`src/tsq_pkg.sv`:
```
// ---------------------------------------------------------------------------
// tsq_pkg
// shared types, widths and constants of the square tone sequencer
// ---------------------------------------------------------------------------
package tsq_pkg;

	localparam int COUNT_BITS = 20;

	localparam int RATE_W = 18;
	localparam int AMP_W  = 15;
	localparam int MID_W  = 16;
	localparam int MAXS_W = 20;
	localparam int FREQ_W = 16;
	localparam int MS_W   = 16;
	localparam int CFG_W  = 20;
	localparam int ADDR_W = 2;

	localparam int PER_W  = 18;
	localparam int HALF_W = 17;
	localparam int CMP_W  = (COUNT_BITS > MAXS_W) ? COUNT_BITS : MAXS_W;

	localparam logic [COUNT_BITS-1:0] COUNT_MAX = {COUNT_BITS{1'b1}};

	// serial multiplier: sample_rate by step length in ms
	localparam int MUL_A_W   = RATE_W;
	localparam int MUL_B_W   = MS_W;
	localparam int PROD_W    = MUL_A_W + MUL_B_W;
	localparam int MUL_CNT_W = $clog2(MUL_B_W);

	// serial restoring divider
	localparam int DIV_W     = PROD_W;
	localparam int DIVR_W    = PER_W;
	localparam int DIV_CNT_W = $clog2(DIV_W);

	localparam logic [DIVR_W-1:0] MS_PER_S = DIVR_W'(1000);
	localparam logic [PER_W-1:0]  MIN_PER  = PER_W'(2);

	localparam logic [RATE_W-1:0] RATE_RST = RATE_W'(80000);
	localparam logic [AMP_W-1:0]  AMP_RST  = AMP_W'(8000);
	localparam logic [MID_W-1:0]  MID_RST  = MID_W'(32768);
	localparam logic [MAXS_W-1:0] MAXS_RST = {MAXS_W{1'b1}};

	typedef enum logic [ADDR_W-1:0] {
		REG_SAMPLE_RATE = 2'd0,
		REG_AMPLITUDE   = 2'd1,
		REG_MIDPOINT    = 2'd2,
		REG_MAX_SAMPLES = 2'd3
	} cfg_reg_t;

	typedef enum logic {
		KIND_STEP = 1'b0,
		KIND_TICK = 1'b1
	} item_kind_t;

	typedef enum logic [2:0] {
		ST_IDLE,
		ST_MUL,
		ST_NDIV,
		ST_PDIV,
		ST_PHDIV
	} state_t;

	typedef struct packed {
		logic               start;
		logic [MUL_A_W-1:0] a;
		logic [MUL_B_W-1:0] b;
	} mul_req_t;

	typedef struct packed {
		logic              done;
		logic [PROD_W-1:0] product;
	} mul_rsp_t;

	typedef struct packed {
		logic              start;
		logic [DIV_W-1:0]  dividend;
		logic [DIVR_W-1:0] divisor;
	} div_req_t;

	typedef struct packed {
		logic              done;
		logic [DIV_W-1:0]  quotient;
		logic [DIVR_W-1:0] remainder;
	} div_rsp_t;

endpackage

```
`src/tsq_sermul.sv`:
```
// ---------------------------------------------------------------------------
// tsq_sermul
// shift-add multiplier, one multiplier bit per cycle
// ---------------------------------------------------------------------------
module tsq_sermul (
	input  logic              clk,
	input  logic              arst_n,
	input  tsq_pkg::mul_req_t req,
	output tsq_pkg::mul_rsp_t rsp
);

	logic                             busy_q;
	logic                             done_q;
	logic [tsq_pkg::MUL_CNT_W-1:0]    cnt_q;
	logic [tsq_pkg::MUL_A_W-1:0]      a_q;
	logic [tsq_pkg::PROD_W-1:0]       prod_q;
	logic [tsq_pkg::MUL_A_W:0]        sum;

	// upper half accumulates, lower half holds the multiplier bits still to come
	always_comb begin
		sum = {1'b0, prod_q[tsq_pkg::PROD_W-1:tsq_pkg::MUL_B_W]}
			+ (prod_q[0] ? {1'b0, a_q} : '0);
	end

	always_ff @(posedge clk or negedge arst_n) begin
		if (!arst_n) begin
			busy_q <= 1'b0;
			done_q <= 1'b0;
			cnt_q  <= '0;
		end else begin
			done_q <= 1'b0;
			if (req.start) begin
				busy_q <= 1'b1;
				cnt_q  <= '0;
			end else if (busy_q) begin
				cnt_q <= cnt_q + 1'b1;
				if (cnt_q == tsq_pkg::MUL_CNT_W'(tsq_pkg::MUL_B_W - 1)) begin
					busy_q <= 1'b0;
					done_q <= 1'b1;
				end
			end
		end
	end

	always_ff @(posedge clk) begin
		if (req.start) begin
			a_q    <= req.a;
			prod_q <= {{tsq_pkg::MUL_A_W{1'b0}}, req.b};
		end else if (busy_q) begin
			prod_q <= {sum, prod_q[tsq_pkg::MUL_B_W-1:1]};
		end
	end

	assign rsp.done    = done_q;
	assign rsp.product = prod_q;

endmodule

```
`src/tsq_serdiv.sv`:
```
// ---------------------------------------------------------------------------
// tsq_serdiv
// restoring divider, one quotient bit per cycle, shared by all step divisions
// ---------------------------------------------------------------------------
module tsq_serdiv (
	input  logic              clk,
	input  logic              arst_n,
	input  tsq_pkg::div_req_t req,
	output tsq_pkg::div_rsp_t rsp
);

	logic                          busy_q;
	logic                          done_q;
	logic [tsq_pkg::DIV_CNT_W-1:0] cnt_q;
	logic [tsq_pkg::DIVR_W-1:0]    dvs_q;
	logic [tsq_pkg::DIV_W-1:0]     dvd_q;
	logic [tsq_pkg::DIVR_W-1:0]    rem_q;
	logic [tsq_pkg::DIVR_W:0]      rem_w;
	logic [tsq_pkg::DIVR_W:0]      rem_sub;
	logic                          ge;

	always_comb begin
		rem_w   = {rem_q, dvd_q[tsq_pkg::DIV_W-1]};
		ge      = (rem_w >= {1'b0, dvs_q});
		rem_sub = rem_w - {1'b0, dvs_q};
	end

	always_ff @(posedge clk or negedge arst_n) begin
		if (!arst_n) begin
			busy_q <= 1'b0;
			done_q <= 1'b0;
			cnt_q  <= '0;
		end else begin
			done_q <= 1'b0;
			if (req.start) begin
				busy_q <= 1'b1;
				cnt_q  <= '0;
			end else if (busy_q) begin
				cnt_q <= cnt_q + 1'b1;
				if (cnt_q == tsq_pkg::DIV_CNT_W'(tsq_pkg::DIV_W - 1)) begin
					busy_q <= 1'b0;
					done_q <= 1'b1;
				end
			end
		end
	end

	// quotient bits shift in where the dividend bits shift out
	always_ff @(posedge clk) begin
		if (req.start) begin
			dvd_q <= req.dividend;
			dvs_q <= req.divisor;
			rem_q <= '0;
		end else if (busy_q) begin
			dvd_q <= {dvd_q[tsq_pkg::DIV_W-2:0], ge};
			rem_q <= ge ? rem_sub[tsq_pkg::DIVR_W-1:0] : rem_w[tsq_pkg::DIVR_W-1:0];
		end
	end

	assign rsp.done      = done_q;
	assign rsp.quotient  = dvd_q;
	assign rsp.remainder = rem_q;

endmodule

```
`src/square_tone_sequencer.sv`:
```
// ---------------------------------------------------------------------------
// square_tone_sequencer
// square-wave tone sequencer: step items set up a tone, tick items emit samples
// ---------------------------------------------------------------------------
//  channel   direction  payload                                  handshake
//  s_axis    in         tuser: kind, restart; tdata: freq, ms    tvalid/tready
//  m_axis    out        tdata: sample; tuser: active, full       tvalid/tready
//  cfg       in         cfg_addr register index, cfg_wdata       cfg_we
//
//  a tick item gives one result item straight into the output register
//  a step item holds the input through the shift-add multiplier, then up to three
//  passes through the shared restoring divider (length, period, phase); a skipped
//  or silent step ends after the first division
//  s_axis is not ready during a step and while a result waits on a stalled m_axis
//  reset clears counters, step state and registers to their defaults at once
// ---------------------------------------------------------------------------
module square_tone_sequencer (
	input  logic                        clk,
	input  logic                        arst_n,
	input  logic                        s_axis_tvalid,
	output logic                        s_axis_tready,
	input  logic [31:0]                 s_axis_tdata,  // freq_hz, step_ms
	input  logic [1:0]                  s_axis_tuser,  // kind, restart
	output logic                        m_axis_tvalid,
	input  logic                        m_axis_tready,
	output logic [15:0]                 m_axis_tdata,  // sample
	output logic [1:0]                  m_axis_tuser,  // active, budget_full
	input  logic                        cfg_we,
	input  logic [tsq_pkg::ADDR_W-1:0]  cfg_addr,
	input  logic [tsq_pkg::CFG_W-1:0]   cfg_wdata
);

	// configuration
	logic [tsq_pkg::RATE_W-1:0] rate_q;
	logic [tsq_pkg::AMP_W-1:0]  amp_q;
	logic [tsq_pkg::MID_W-1:0]  mid_q;
	logic [tsq_pkg::MAXS_W-1:0] maxs_q;

	// sequence and step state
	tsq_pkg::state_t                  state_q, state_d;
	logic [tsq_pkg::COUNT_BITS-1:0]   idx_q;
	logic [tsq_pkg::COUNT_BITS-1:0]   remain_q;
	logic [tsq_pkg::PER_W-1:0]        period_q;
	logic [tsq_pkg::HALF_W-1:0]       half_q;
	logic [tsq_pkg::PER_W-1:0]        phase_q;
	logic                             silent_q;
	logic [tsq_pkg::FREQ_W-1:0]       freq_q;
	logic [tsq_pkg::COUNT_BITS-1:0]   nstep_q;
	logic [tsq_pkg::PER_W-1:0]        per_new_q;

	// output register
	logic        out_valid_q;
	logic [15:0] out_sample_q;
	logic        out_active_q;
	logic        out_full_q;

	tsq_pkg::mul_req_t mul_req;
	tsq_pkg::mul_rsp_t mul_rsp;
	tsq_pkg::div_req_t div_req;
	tsq_pkg::div_rsp_t div_rsp;

	logic                        in_acc;
	logic                        kind_tick;
	logic                        restart;
	logic [tsq_pkg::FREQ_W-1:0]  in_freq;
	logic [tsq_pkg::MS_W-1:0]    in_ms;

	logic [tsq_pkg::CMP_W-1:0]      limit;
	logic [tsq_pkg::CMP_W-1:0]      idx_ext;
	logic [tsq_pkg::CMP_W-1:0]      budget;
	logic [tsq_pkg::DIV_W-1:0]      budget_ext;
	logic [tsq_pkg::COUNT_BITS-1:0] n_clip;
	logic                           n_zero;
	logic [tsq_pkg::PER_W-1:0]      per_cl;

	logic [tsq_pkg::MID_W:0]        up_sum;
	logic [tsq_pkg::MID_W:0]        dn_sum;
	logic [15:0]                    tick_sample;
	logic                           tick_active;
	logic [tsq_pkg::COUNT_BITS-1:0] idx_next;
	logic                           tick_full;
	logic [tsq_pkg::PER_W-1:0]      phase_inc;

	assign kind_tick     = (s_axis_tuser[0] == tsq_pkg::KIND_TICK);
	assign restart       = s_axis_tuser[1];
	assign in_freq       = s_axis_tdata[15:0];
	assign in_ms         = s_axis_tdata[31:16];
	assign s_axis_tready = (state_q == tsq_pkg::ST_IDLE) && (!out_valid_q || m_axis_tready);
	assign in_acc        = s_axis_tvalid && s_axis_tready;

	// budget left, clipped step length and clamped period
	always_comb begin
		limit = (tsq_pkg::CMP_W'(maxs_q) > tsq_pkg::CMP_W'(tsq_pkg::COUNT_MAX))
			? tsq_pkg::CMP_W'(tsq_pkg::COUNT_MAX) : tsq_pkg::CMP_W'(maxs_q);
		idx_ext    = tsq_pkg::CMP_W'(idx_q);
		budget     = (limit > idx_ext) ? (limit - idx_ext) : '0;
		budget_ext = tsq_pkg::DIV_W'(budget);
		n_clip     = (div_rsp.quotient > budget_ext)
			? tsq_pkg::COUNT_BITS'(budget) : div_rsp.quotient[tsq_pkg::COUNT_BITS-1:0];
		n_zero     = (n_clip == '0);
		per_cl     = (div_rsp.quotient[tsq_pkg::PER_W-1:0] < tsq_pkg::MIN_PER)
			? tsq_pkg::MIN_PER : div_rsp.quotient[tsq_pkg::PER_W-1:0];
	end

	// tick result
	always_comb begin
		up_sum    = {1'b0, mid_q} + {2'b00, amp_q};
		dn_sum    = {1'b0, mid_q} - {2'b00, amp_q};
		phase_inc = phase_q + 1'b1;
		if (remain_q == '0) begin
			tick_sample = mid_q;
			tick_active = 1'b0;
			idx_next    = idx_q;
		end else begin
			tick_active = 1'b1;
			idx_next    = (idx_q < tsq_pkg::COUNT_MAX) ? idx_q + 1'b1 : idx_q;
			if (silent_q) begin
				tick_sample = mid_q;
			end else if (phase_q < tsq_pkg::PER_W'(half_q)) begin
				tick_sample = up_sum[tsq_pkg::MID_W] ? 16'hFFFF : up_sum[15:0];
			end else begin
				// borrow out means the swing went below zero
				tick_sample = dn_sum[tsq_pkg::MID_W] ? 16'h0000 : dn_sum[15:0];
			end
		end
		tick_full = (tsq_pkg::CMP_W'(idx_next) >= tsq_pkg::CMP_W'(maxs_q));
	end

	// next state
	always_comb begin
		state_d = state_q;
		unique case (state_q)
			tsq_pkg::ST_IDLE: begin
				if (in_acc && !kind_tick) state_d = tsq_pkg::ST_MUL;
			end
			tsq_pkg::ST_MUL: begin
				if (mul_rsp.done) state_d = tsq_pkg::ST_NDIV;
			end
			tsq_pkg::ST_NDIV: begin
				if (div_rsp.done) begin
					state_d = (n_zero || freq_q == '0) ? tsq_pkg::ST_IDLE : tsq_pkg::ST_PDIV;
				end
			end
			tsq_pkg::ST_PDIV: begin
				if (div_rsp.done) state_d = tsq_pkg::ST_PHDIV;
			end
			tsq_pkg::ST_PHDIV: begin
				if (div_rsp.done) state_d = tsq_pkg::ST_IDLE;
			end
			default: state_d = tsq_pkg::ST_IDLE;
		endcase
	end

	// unit requests
	always_comb begin
		mul_req.start    = 1'b0;
		mul_req.a        = rate_q;
		mul_req.b        = in_ms;
		div_req.start    = 1'b0;
		div_req.dividend = mul_rsp.product;
		div_req.divisor  = tsq_pkg::MS_PER_S;
		unique case (state_q)
			tsq_pkg::ST_IDLE: begin
				mul_req.start = in_acc && !kind_tick;
			end
			tsq_pkg::ST_MUL: begin
				div_req.start = mul_rsp.done;
			end
			tsq_pkg::ST_NDIV: begin
				div_req.start    = div_rsp.done && !n_zero && (freq_q != '0);
				div_req.dividend = tsq_pkg::DIV_W'(rate_q);
				div_req.divisor  = tsq_pkg::DIVR_W'(freq_q);
			end
			tsq_pkg::ST_PDIV: begin
				div_req.start    = div_rsp.done;
				div_req.dividend = tsq_pkg::DIV_W'(idx_q);
				div_req.divisor  = tsq_pkg::DIVR_W'(per_cl);
			end
			tsq_pkg::ST_PHDIV: begin
				div_req.start = 1'b0;
			end
			default: begin
				div_req.start = 1'b0;
			end
		endcase
	end

	always_ff @(posedge clk or negedge arst_n) begin
		if (!arst_n) begin
			state_q     <= tsq_pkg::ST_IDLE;
			rate_q      <= tsq_pkg::RATE_RST;
			amp_q       <= tsq_pkg::AMP_RST;
			mid_q       <= tsq_pkg::MID_RST;
			maxs_q      <= tsq_pkg::MAXS_RST;
			idx_q       <= '0;
			remain_q    <= '0;
			period_q    <= tsq_pkg::MIN_PER;
			half_q      <= tsq_pkg::HALF_W'(1);
			phase_q     <= '0;
			silent_q    <= 1'b1;
			out_valid_q <= 1'b0;
		end else begin
			state_q <= state_d;

			if (cfg_we) begin
				unique case (cfg_addr)
					tsq_pkg::REG_SAMPLE_RATE: rate_q <= cfg_wdata[tsq_pkg::RATE_W-1:0];
					tsq_pkg::REG_AMPLITUDE:   amp_q  <= cfg_wdata[tsq_pkg::AMP_W-1:0];
					tsq_pkg::REG_MIDPOINT:    mid_q  <= cfg_wdata[tsq_pkg::MID_W-1:0];
					tsq_pkg::REG_MAX_SAMPLES: maxs_q <= cfg_wdata[tsq_pkg::MAXS_W-1:0];
					default: ;
				endcase
			end

			if (in_acc && kind_tick) begin
				out_valid_q <= 1'b1;
			end else if (m_axis_tready) begin
				out_valid_q <= 1'b0;
			end

			if (in_acc && kind_tick) begin
				if (remain_q != '0) begin
					remain_q <= remain_q - 1'b1;
					idx_q    <= idx_next;
					if (!silent_q) begin
						phase_q <= (phase_inc >= period_q) ? '0 : phase_inc;
					end
				end
			end else if (in_acc && restart) begin
				idx_q    <= '0;
				remain_q <= '0;
			end

			// silent step commits after the length division
			if (state_q == tsq_pkg::ST_NDIV && div_rsp.done && !n_zero && freq_q == '0) begin
				remain_q <= n_clip;
				silent_q <= 1'b1;
			end

			if (state_q == tsq_pkg::ST_PHDIV && div_rsp.done) begin
				remain_q <= nstep_q;
				silent_q <= 1'b0;
				period_q <= per_new_q;
				half_q   <= per_new_q[tsq_pkg::PER_W-1:1];
				phase_q  <= div_rsp.remainder;
			end
		end
	end

	always_ff @(posedge clk) begin
		if (in_acc && !kind_tick) freq_q <= in_freq;
		if (state_q == tsq_pkg::ST_NDIV && div_rsp.done) nstep_q <= n_clip;
		if (state_q == tsq_pkg::ST_PDIV && div_rsp.done) per_new_q <= per_cl;
		if (in_acc && kind_tick) begin
			out_sample_q <= tick_sample;
			out_active_q <= tick_active;
			out_full_q   <= tick_full;
		end
	end

	tsq_sermul u_mul (
		.clk    (clk),
		.arst_n (arst_n),
		.req    (mul_req),
		.rsp    (mul_rsp)
	);

	tsq_serdiv u_div (
		.clk    (clk),
		.arst_n (arst_n),
		.req    (div_req),
		.rsp    (div_rsp)
	);

	assign m_axis_tvalid = out_valid_q;
	assign m_axis_tdata  = out_sample_q;
	assign m_axis_tuser  = {out_full_q, out_active_q};

endmodule

```
`config.mk`:
```
export PLATFORM = sky130hd
export DESIGN_NAME = square_tone_sequencer
export DESIGN_NICKNAME = d
export VERILOG_FILES = /design/src/tsq_pkg.sv /design/src/tsq_sermul.sv /design/src/tsq_serdiv.sv /design/src/square_tone_sequencer.sv
export SDC_FILE = /design/constraint.sdc
export NUM_CORES = 1
export LEC_CHECK = 0
export BUFFER_PORTS_ARGS = -buffer_cell sky130_fd_sc_hd__buf_4
export CELL_PAD_IN_SITES_DETAIL_PLACEMENT = 2
export CELL_PAD_IN_SITES_GLOBAL_PLACEMENT = 2
export CORE_MARGIN = 2
export CORE_UTILIZATION = 37
export CTS_CLUSTER_DIAMETER = 50
export DETAILED_ROUTE_END_ITERATION = 6
export MAX_ROUTING_LAYER = met4
export PLACE_DENSITY = 0.77
export SLEW_MARGIN = 25
export SYNTH_ARGS = -nofsm -noshare
export SYNTH_HDL_FRONTEND = slang
export SYNTH_SLANG_ARGS = --single-unit
```
`constraint.sdc`:
```
create_clock -name clk -period 13.8 [get_ports clk]
set_input_delay 1.38 -clock clk [delete_from_list [all_inputs] [get_ports clk]]
set_output_delay 1.38 -clock clk [all_outputs]
set_load 0.005 [all_outputs]
```
Word level (Yosys, flattened, before mapping)
Index checks and enable logic that the tools add are counted.
{"block": "op_classes", "n_addsub": 10, "mul": 0, "div_mod_pow": 0, "order_cmp": 9, "eq_ne": 17, "shift": 0, "muxes": 60, "bitwise_logic": 0, "reduce_logical": 40}
{"cell": "2-to-1 mux 20 bit", "n": 12}
{"cell": "2-to-1 mux 18 bit", "n": 8}
{"cell": "2-to-1 mux 16 bit", "n": 7}
{"cell": "one-hot mux 52 bit (2 select lines)", "n": 1}
{"cell": "2-to-1 mux 34 bit", "n": 2}
{"cell": "zero test 20 bit", "n": 2}
{"cell": "greater-than comparator 34 x 20 -> 1 bit", "n": 1}
{"cell": "adder 20 x 1 -> 20 bit, second input constant", "n": 1}
{"cell": ">= comparator 20 bit", "n": 1}
{"cell": "greater-than comparator 20 bit", "n": 1}
{"cell": "greater-than comparator 20 bit, second input constant", "n": 1}
{"cell": "less-than comparator 20 bit, second input constant", "n": 1}
{"cell": "nonzero test 20 bit", "n": 1}
{"cell": "subtractor 20 x 1 -> 20 bit, second input constant", "n": 1}
{"cell": "subtractor 20 bit", "n": 1}
{"cell": "adder 18 x 18 -> 19 bit", "n": 1}
{"cell": ">= comparator 19 x 18 -> 1 bit", "n": 1}
{"cell": "adder 18 x 1 -> 18 bit, second input constant", "n": 1}
{"cell": ">= comparator 18 bit", "n": 1}
{"cell": "less-than comparator 18 x 17 -> 1 bit", "n": 1}
{"cell": "less-than comparator 18 x 2 -> 1 bit, second input constant", "n": 1}
{"cell": "2-to-1 mux 1 bit", "n": 18}
{"cell": "subtractor 18 bit", "n": 1}
{"cell": "adder 16 x 15 -> 17 bit", "n": 1}
{"cell": "other kinds (31)", "n": 69}
{"block": "totals", "register_bits": 375, "latchBits": 0, "ramBits": 0, "rom_bits": 0, "out_inout_bits": 20, "wordCells": 166, "mem_count": 0}

Longest topological paths before layout
{"block": "depth", "depth_word": 12, "mapped_depth": 28, "mapped_depth_nobuf": 22}

By module
A second synthesis with hierarchy kept.
{"block": "unflattened", "cells_unflattened": 2345, "area_unflattened_um2": 22998.3}
{"module": "square_tone_sequencer", "instances": 1, "cells_each": 1691, "area_per_inst_um2": 15697.6}
{"module": "tsq_serdiv", "instances": 1, "cells_each": 370, "area_per_inst_um2": 4166.5}
{"module": "tsq_sermul", "instances": 1, "cells_each": 284, "area_per_inst_um2": 3134.3}

Worst setup path after synthesis
OpenSTA, ideal clock, no wires.
{"block": "synth_path", "kind": "register to register", "startpoint": "reg maxs_q[0] in the netlist's numbering", "endpoint": "reg u_div.dvd_q[0] in the netlist's numbering (enable)", "setup_ps": 492, "t_arrival_ps": 5553, "setup_slack_ps": 7754, "path_stages_with_launch": 26, "n_path_buf": 5, "synth_period_minus_slack_ps": 6046, "path_cell_list": "dfstp_2 > inv_1 > ha_1 > fa_1 > nand2b_1 > a21oi_1 > o41a_1 > a31o_1 > o21a_1 > buf_2 > buf_1 > nand2_1 > ha_1 > a21oi_1 > o21ai_0 > a2111oi_0 > o211ai_1 > nand2_2 > buf_2 > o221ai_1 > nor4_2 > a21o_1 > and2_4 > buf_8 > buf_2 > nand2_1"}
{"block": "synth_via", "elab_chain_len": 12, "word_cells_on_any_way": 13, "cone_classes": "add/sub: 1; order compare: 3; mux: 4; reduce/logical: 5"}
{"element": "from (decl)", "line_no": "square_tone_sequencer.sv:37", "text": "logic [tsq_pkg::MAXS_W-1:0] maxs_q;"}
{"element": "from (signal assigned)", "line_no": "square_tone_sequencer.sv:194", "text": "maxs_q <= tsq_pkg::MAXS_RST;"}
{"element": "from (signal assigned)", "line_no": "square_tone_sequencer.sv:210", "text": "tsq_pkg::REG_MAX_SAMPLES: maxs_q <= cfg_wdata[tsq_pkg::MAXS_W-1:0];"}
{"element": "greater-than comparator 20 bit", "line_no": "square_tone_sequencer.sv:93", "text": "limit = (tsq_pkg::CMP_W'(maxs_q) > tsq_pkg::CMP_W'(tsq_pkg::COUNT_MAX))"}
{"element": "2-to-1 mux 20 bit (*)", "line_no": "square_tone_sequencer.sv:94", "text": "? tsq_pkg::CMP_W'(tsq_pkg::COUNT_MAX) : tsq_pkg::CMP_W'(maxs_q);"}
{"element": "subtractor 20 bit or greater-than comparator 20 bit (tied branches)", "line_no": "square_tone_sequencer.sv:96", "text": "budget = (limit > idx_ext) ? (limit - idx_ext) : '0;"}
{"element": "2-to-1 mux 20 bit (*)", "line_no": "square_tone_sequencer.sv:96"}
{"element": "greater-than comparator 34 x 20 -> 1 bit", "line_no": "square_tone_sequencer.sv:98", "text": "n_clip = (div_rsp.quotient > budget_ext)"}
{"element": "2-to-1 mux 20 bit (*)", "line_no": "square_tone_sequencer.sv:99", "text": "? tsq_pkg::COUNT_BITS'(budget) : div_rsp.quotient[tsq_pkg::COUNT_BITS-1:0];"}
{"element": "zero test 20 bit (*)", "line_no": "square_tone_sequencer.sv:100", "text": "n_zero = (n_clip == '0);"}
{"element": "zero test 1 bit (*)", "line_no": "square_tone_sequencer.sv:170", "text": "div_req.start = div_rsp.done && !n_zero && (freq_q != '0);"}
{"element": "logical AND 1 bit (*) (2 in a row)", "line_no": "square_tone_sequencer.sv:170"}
{"element": "one-hot mux 1 bit (3 select lines) (*)", "line_no": "square_tone_sequencer.sv:162", "text": "unique case (state_q)"}
{"element": "nonzero test 2 bit (no source line) (*)"}
{"element": "to (signal assigned)", "line_no": "tsq_serdiv.sv:51", "text": "dvd_q <= req.dividend;"}
{"element": "to (signal assigned)", "line_no": "tsq_serdiv.sv:55", "text": "dvd_q <= {dvd_q[tsq_pkg::DIV_W-2:0], ge};"}
{"element": "to (decl)", "line_no": "tsq_serdiv.sv:16", "text": "logic [tsq_pkg::DIV_W-1:0] dvd_q;"}
Every way passes the cells marked *; elsewhere a longest branch is shown, timed or not.
A chain may end at the register's enable or synchronous reset.

Worst setup path after layout
{"block": "layout_path", "startpoint": "reg maxs_q[0] in the netlist's numbering", "endpoint": "reg u_div.dvd_q[13] in the netlist's numbering, data pin"}
{"block": "layout_via", "elab_chain_len": 12, "word_cells_on_any_way": 13, "cone_classes": "add/sub: 1; order compare: 3; mux: 5; reduce/logical: 4"}
{"element": "greater-than comparator 20 bit", "line_no": "square_tone_sequencer.sv:93"}
{"element": "2-to-1 mux 20 bit (*)", "line_no": "square_tone_sequencer.sv:94"}
{"element": "subtractor 20 bit or greater-than comparator 20 bit (tied branches)", "line_no": "square_tone_sequencer.sv:96"}
{"element": "2-to-1 mux 20 bit (*)", "line_no": "square_tone_sequencer.sv:96"}
{"element": "greater-than comparator 34 x 20 -> 1 bit", "line_no": "square_tone_sequencer.sv:98"}
{"element": "2-to-1 mux 20 bit (*)", "line_no": "square_tone_sequencer.sv:99"}
{"element": "zero test 20 bit (*)", "line_no": "square_tone_sequencer.sv:100"}
{"element": "zero test 1 bit (*)", "line_no": "square_tone_sequencer.sv:170"}
{"element": "logical AND 1 bit (*) (2 in a row)", "line_no": "square_tone_sequencer.sv:170"}
{"element": "one-hot mux 1 bit (3 select lines) (*)", "line_no": "square_tone_sequencer.sv:162"}
{"element": "2-to-1 mux 34 bit (*)", "line_no": "tsq_serdiv.sv:50", "text": "if (req.start) begin"}
Marked as above.

==> impl_metrics.tcl <==
set metrics [dict create \
    status "complete, no violations" \
    ys_dominant_reg_cell "edfxtp_1" \
    final.setup_skew_ps 49.4 \
    reg2reg_from "maxs_q[0]" \
    htree_num_levels 2 \
    asyncSetResetFlopFracSynth_pct 45.8 \
    drive_gt1_share_pct 15.3 \
    routabilityCongestion 0.909 \
    irDropWorstVdd_v 0.000104 \
    count_of_cells_along_the_worst_hold_path 2 \
    synth.yosys.seq_area_share_pct 42.8 \
    finalWorstPathRequiredPeriod_ps 7150 \
    timing.slew.headroom_pct 30.8 \
    max_slew_violation_count 0 \
    num_io_pins 81 \
    dp.final_hpwl_um 58100 \
    worst_path_max_delay_cell "o21a_1" \
    final_hold_viol_count 0 \
    drtIter0Drc 957 \
    area_delta_synth_final_pct 14.4 \
    unrepaired_setup_endpoints_after_global_routing "false" \
    io_buffer_count 80 \
    totalNegativeSetupSlack_ps 0 \
    timing.critical_path.to_type "register" \
    worst-path-stages 22 \
    logic_depth_of_the_worst_register_to_register_path 22 \
    synth_area_per_cell_um2 9.73 \
    last_element_of_the_critical_path "u_div.dvd_q[13]" \
    yosys_synthesis_warning_count 0 \
    reg2reg_to "u_div.dvd_q[13]" \
    grt.total_usage_pct 26.6 \
    route.met2.wl_um 39800 \
    yosysUniqueCellTypes 90 \
    finalSetupViolations 0 \
    critPathRequiredTime_ps 14170 \
    synth.cell_area_um2 22500 \
    synth.ff_latch_count 358 \
    routed-via-count 18300 \
    min_path_type "register to register" \
    startpoint "maxs_q[0]" \
    total_switching_power_mw 2.26 \
    timing.critical_path.cells "inv_1 > ha_1 > fa_1 > nand2b_1 > a21oi_1 > o41a_1 > a31o_1 > o21a_1 > nand2_1 > ha_1 > nand4_1 > nor3_1 > nand4_1 > mux2_2 > nand2_2 > mux2i_1 > o221ai_1 > nor4_2 > a21o_1 > and2_4 > inv_6 > mux2_4" \
    setup.worst_path.start_class "register" \
    critical_path_buf_inv_count 2 \
    cts_root_buf "clkbuf_16" \
    sequentialPowerShare_pct 33.0 \
    gr-total-overflow 0 \
    via_count_of_the_first_global_routing_pass 20300 \
    rows 90 \
    antenna_found_initial 3 \
    max_freq_mhz 140 \
    core_um2 60200 \
    proportion_of_power_drawn_by_combinational_gates_pct 39.9 \
    cts-buffers-inserted 58 \
    grt_max_degree 78 \
    synth_top_area_share_pct 21.1 \
    wl_per_cell_um 25.5 \
    timing.setup.critical_path_class "register to register" \
    clock-sinks 358 \
    clk_pin_slew_ps 60 \
    final.fill_count 6300 \
    m1WireLength_um 35500 \
    wirelength_um 80800 \
    p_int_mw 3.27 \
    multi_input_area_um2 11800 \
    tightestPinTransition_ps 1030 \
    rrSetupSlack_ps 6650 \
    die_y_um 250 \
    pwr_density_cell_nw_per_um2 215 \
    final.period_utilization_pct 51.8 \
    final_standard_cell_utilization_of_the_core_pct 42.7 \
    synth_area_leader_cell "edfxtp_1" \
    ys_top_cells_by_area "edfxtp_1 (21%), dfrtp_1 (14%), ha_1 (9.2%), dfstp_2 (4.0%), nand2_1 (3.9%)" \
    worst_ep_arrival_time_ps 7530 \
    drt-pass1-iter-count 5 \
    postCtsSetupRepairBufs 0 \
    synth-edff-count 158 \
    register_area_um2 9610 \
    power_leakage_nw 10.8 \
    netlist_instances 2310 \
    cpLargestDelayFamily "simple AND/OR/NAND/NOR gates" \
    drv_cap 0 \
    crit_fanout 60 \
    cts_buffer_depth 3 \
    detail-route-antenna-nets 0 \
    clkPwrFrac_pct 27.1 \
    final_net_count 2563 \
    drc_violations_left 0 \
    syn_nets 2542 \
    die_w_um 250 \
    tritoncts_clock_tree "done" \
    clk_latency_ps 640 \
    avgViaCountPerCell 5.78 \
    post_cts_resized 0 \
    switching_share_pct 40.9 \
    cp_slowest_stage_delay_ps 610 \
    die_area_um2 62700 \
    dr_wl_met3_um 2750 \
    grt_first_pass_wirelength_um 125000 \
    start_util_pct 37.3 \
    ctsHoldBuffers 0 \
    route.top_layer_used "met4" \
]
area by class of cell:
type	instances	share of cell area, %
repair buffers	104	3.11
multi-input cells	1667	45.7
diodes	1	0.00974
inverters	142	2.09
well taps	782	3.81
flip-flops and latches	358	37.4
clock inverters	34	1.31
clock buffers	76	6.52
registers in the layout, indices dropped and copies added (netlist names), 3 cells and up:
register	count
state_q	3
u_mul.cnt_q	4
idx_ext	20
amp_q	15
nstep_q	20
m_axis_tdata	16
u_div.cnt_q	6
u_div.dvs_q	18
mid_q	16
u_mul.a_q	18
rate_q	18
phase_q	18
per_new_q	18
maxs_q	20
period_q	18
u_div.dvd_q	34
remain_q	20
u_div.rem_q	18
freq_q	16
u_mul.prod_q	34
cell families after synthesis:
family          Yosys count  share of synthesized area (%)
fa+ha+maj               171                           9.69
mux                     168                           8.17
xor+xnor                 99                           3.86
buf+inv                 285                           5.05
compound gates          527                           15.3
simple gates            702                           15.2
flops                   358                           42.8
worst min-delay path by stage:
stage                             start  slack (ps)            to
after CTS                 per_new_q[17]         420  period_q[17]
final                     per_new_q[17]         420  period_q[17]
after global placement     per_new_q[0]         420   period_q[0]
after detailed placement  per_new_q[13]         440  period_q[13]
after floorplan            per_new_q[0]         410   period_q[0]
after global routing      per_new_q[17]         450  period_q[17]
cell usage after synthesis (all sizes together), types with 13 or more instances:
master / n
nand3: 49
nand2b: 38
buf: 28
a22oi: 16
xor2: 31
nor4: 24
o21a: 13
a211oi: 37
dfrtp: 130
nor2b: 22
nand2: 234
dfstp: 34
o21ai: 142
nand4: 19
or3: 14
mux2: 88
ha: 166
clkbuf: 115
a22o: 16
edfxtp: 158
xnor2: 68
a21o: 35
mux2i: 80
nor3: 51
a21oi: 127
a31oi: 17
dfxtp: 36
and2: 33
inv: 141
nor2: 149
and3: 25
cells in the final DEF (no fill, tap or decap), types with 9 or more instances in the layout:
master / n
nand3_1: 48
and2_1: 31
or3_1: 14
xnor2_1: 68
dfrtp_1: 129
nand2_1: 232
o21ai_0: 140
nor4_1: 22
o21bai_1: 11
a21oi_1: 127
a22o_1: 16
nor2_1: 148
a31oi_1: 17
and4_1: 9
o31ai_1: 9
edfxtp_1: 158
or2_2: 9
buf_4: 101
and3_1: 23
a211oi_1: 36
nand4_1: 19
mux2_4: 12
a32o_1: 11
ha_1: 166
inv_1: 139
xor2_1: 31
dfstp_2: 34
o211ai_1: 10
a21o_1: 35
a22oi_1: 16
mux2_2: 76
clkbuf_1: 9
nor3_1: 49
dfxtp_1: 36
nor2b_1: 21
o21a_1: 13
nand2b_1: 37
clkbuf_16: 64
mux2i_1: 80
worst min-delay path, cell delays in order (launching register included):
cell and delay, ps:
edfxtp_1 320, nand2_1 50, o21ai_0 60
power by group through the flow:
stage | registers [mW] | logic, mW | clock network [mW]
CTS | 1.82 | 2.21 | 1.53
global placement | 1.81 | 2.03 | 0
finish | 1.83 | 2.21 | 1.50
global route | 1.85 | 2.45 | 1.57
floorplan | 1.64 | 1.59 | 0
detailed placement | 1.83 | 2.16 | 0
through the flow:
stage | hold slack [ps] | instances | power [mW] | area [µm²] | worst slack (ps)
floorplan | 415 | 2310 | 3.22 | 22500 | 7750
global placement | 421 | 3051 | 3.84 | 23600 | 6940
detailed placement | 442 | 3051 | 3.99 | 23600 | 6690
CTS | 423 | 3161 | 5.56 | 25700 | 6660
global route | 449 | 3164 | 5.88 | 25700 | 6100
finish | 420 | 3164 | 5.53 | 25700 | 6650
per-layer routing:
metal,vias to the layer above,track usage [%]
met2,322,45.2
met1,9455,33.1
met3,155,2.95
met5,-,-
li1,8353,-
met4,0,8.69
No activity file was read; power rests on OpenSTA's default activity.
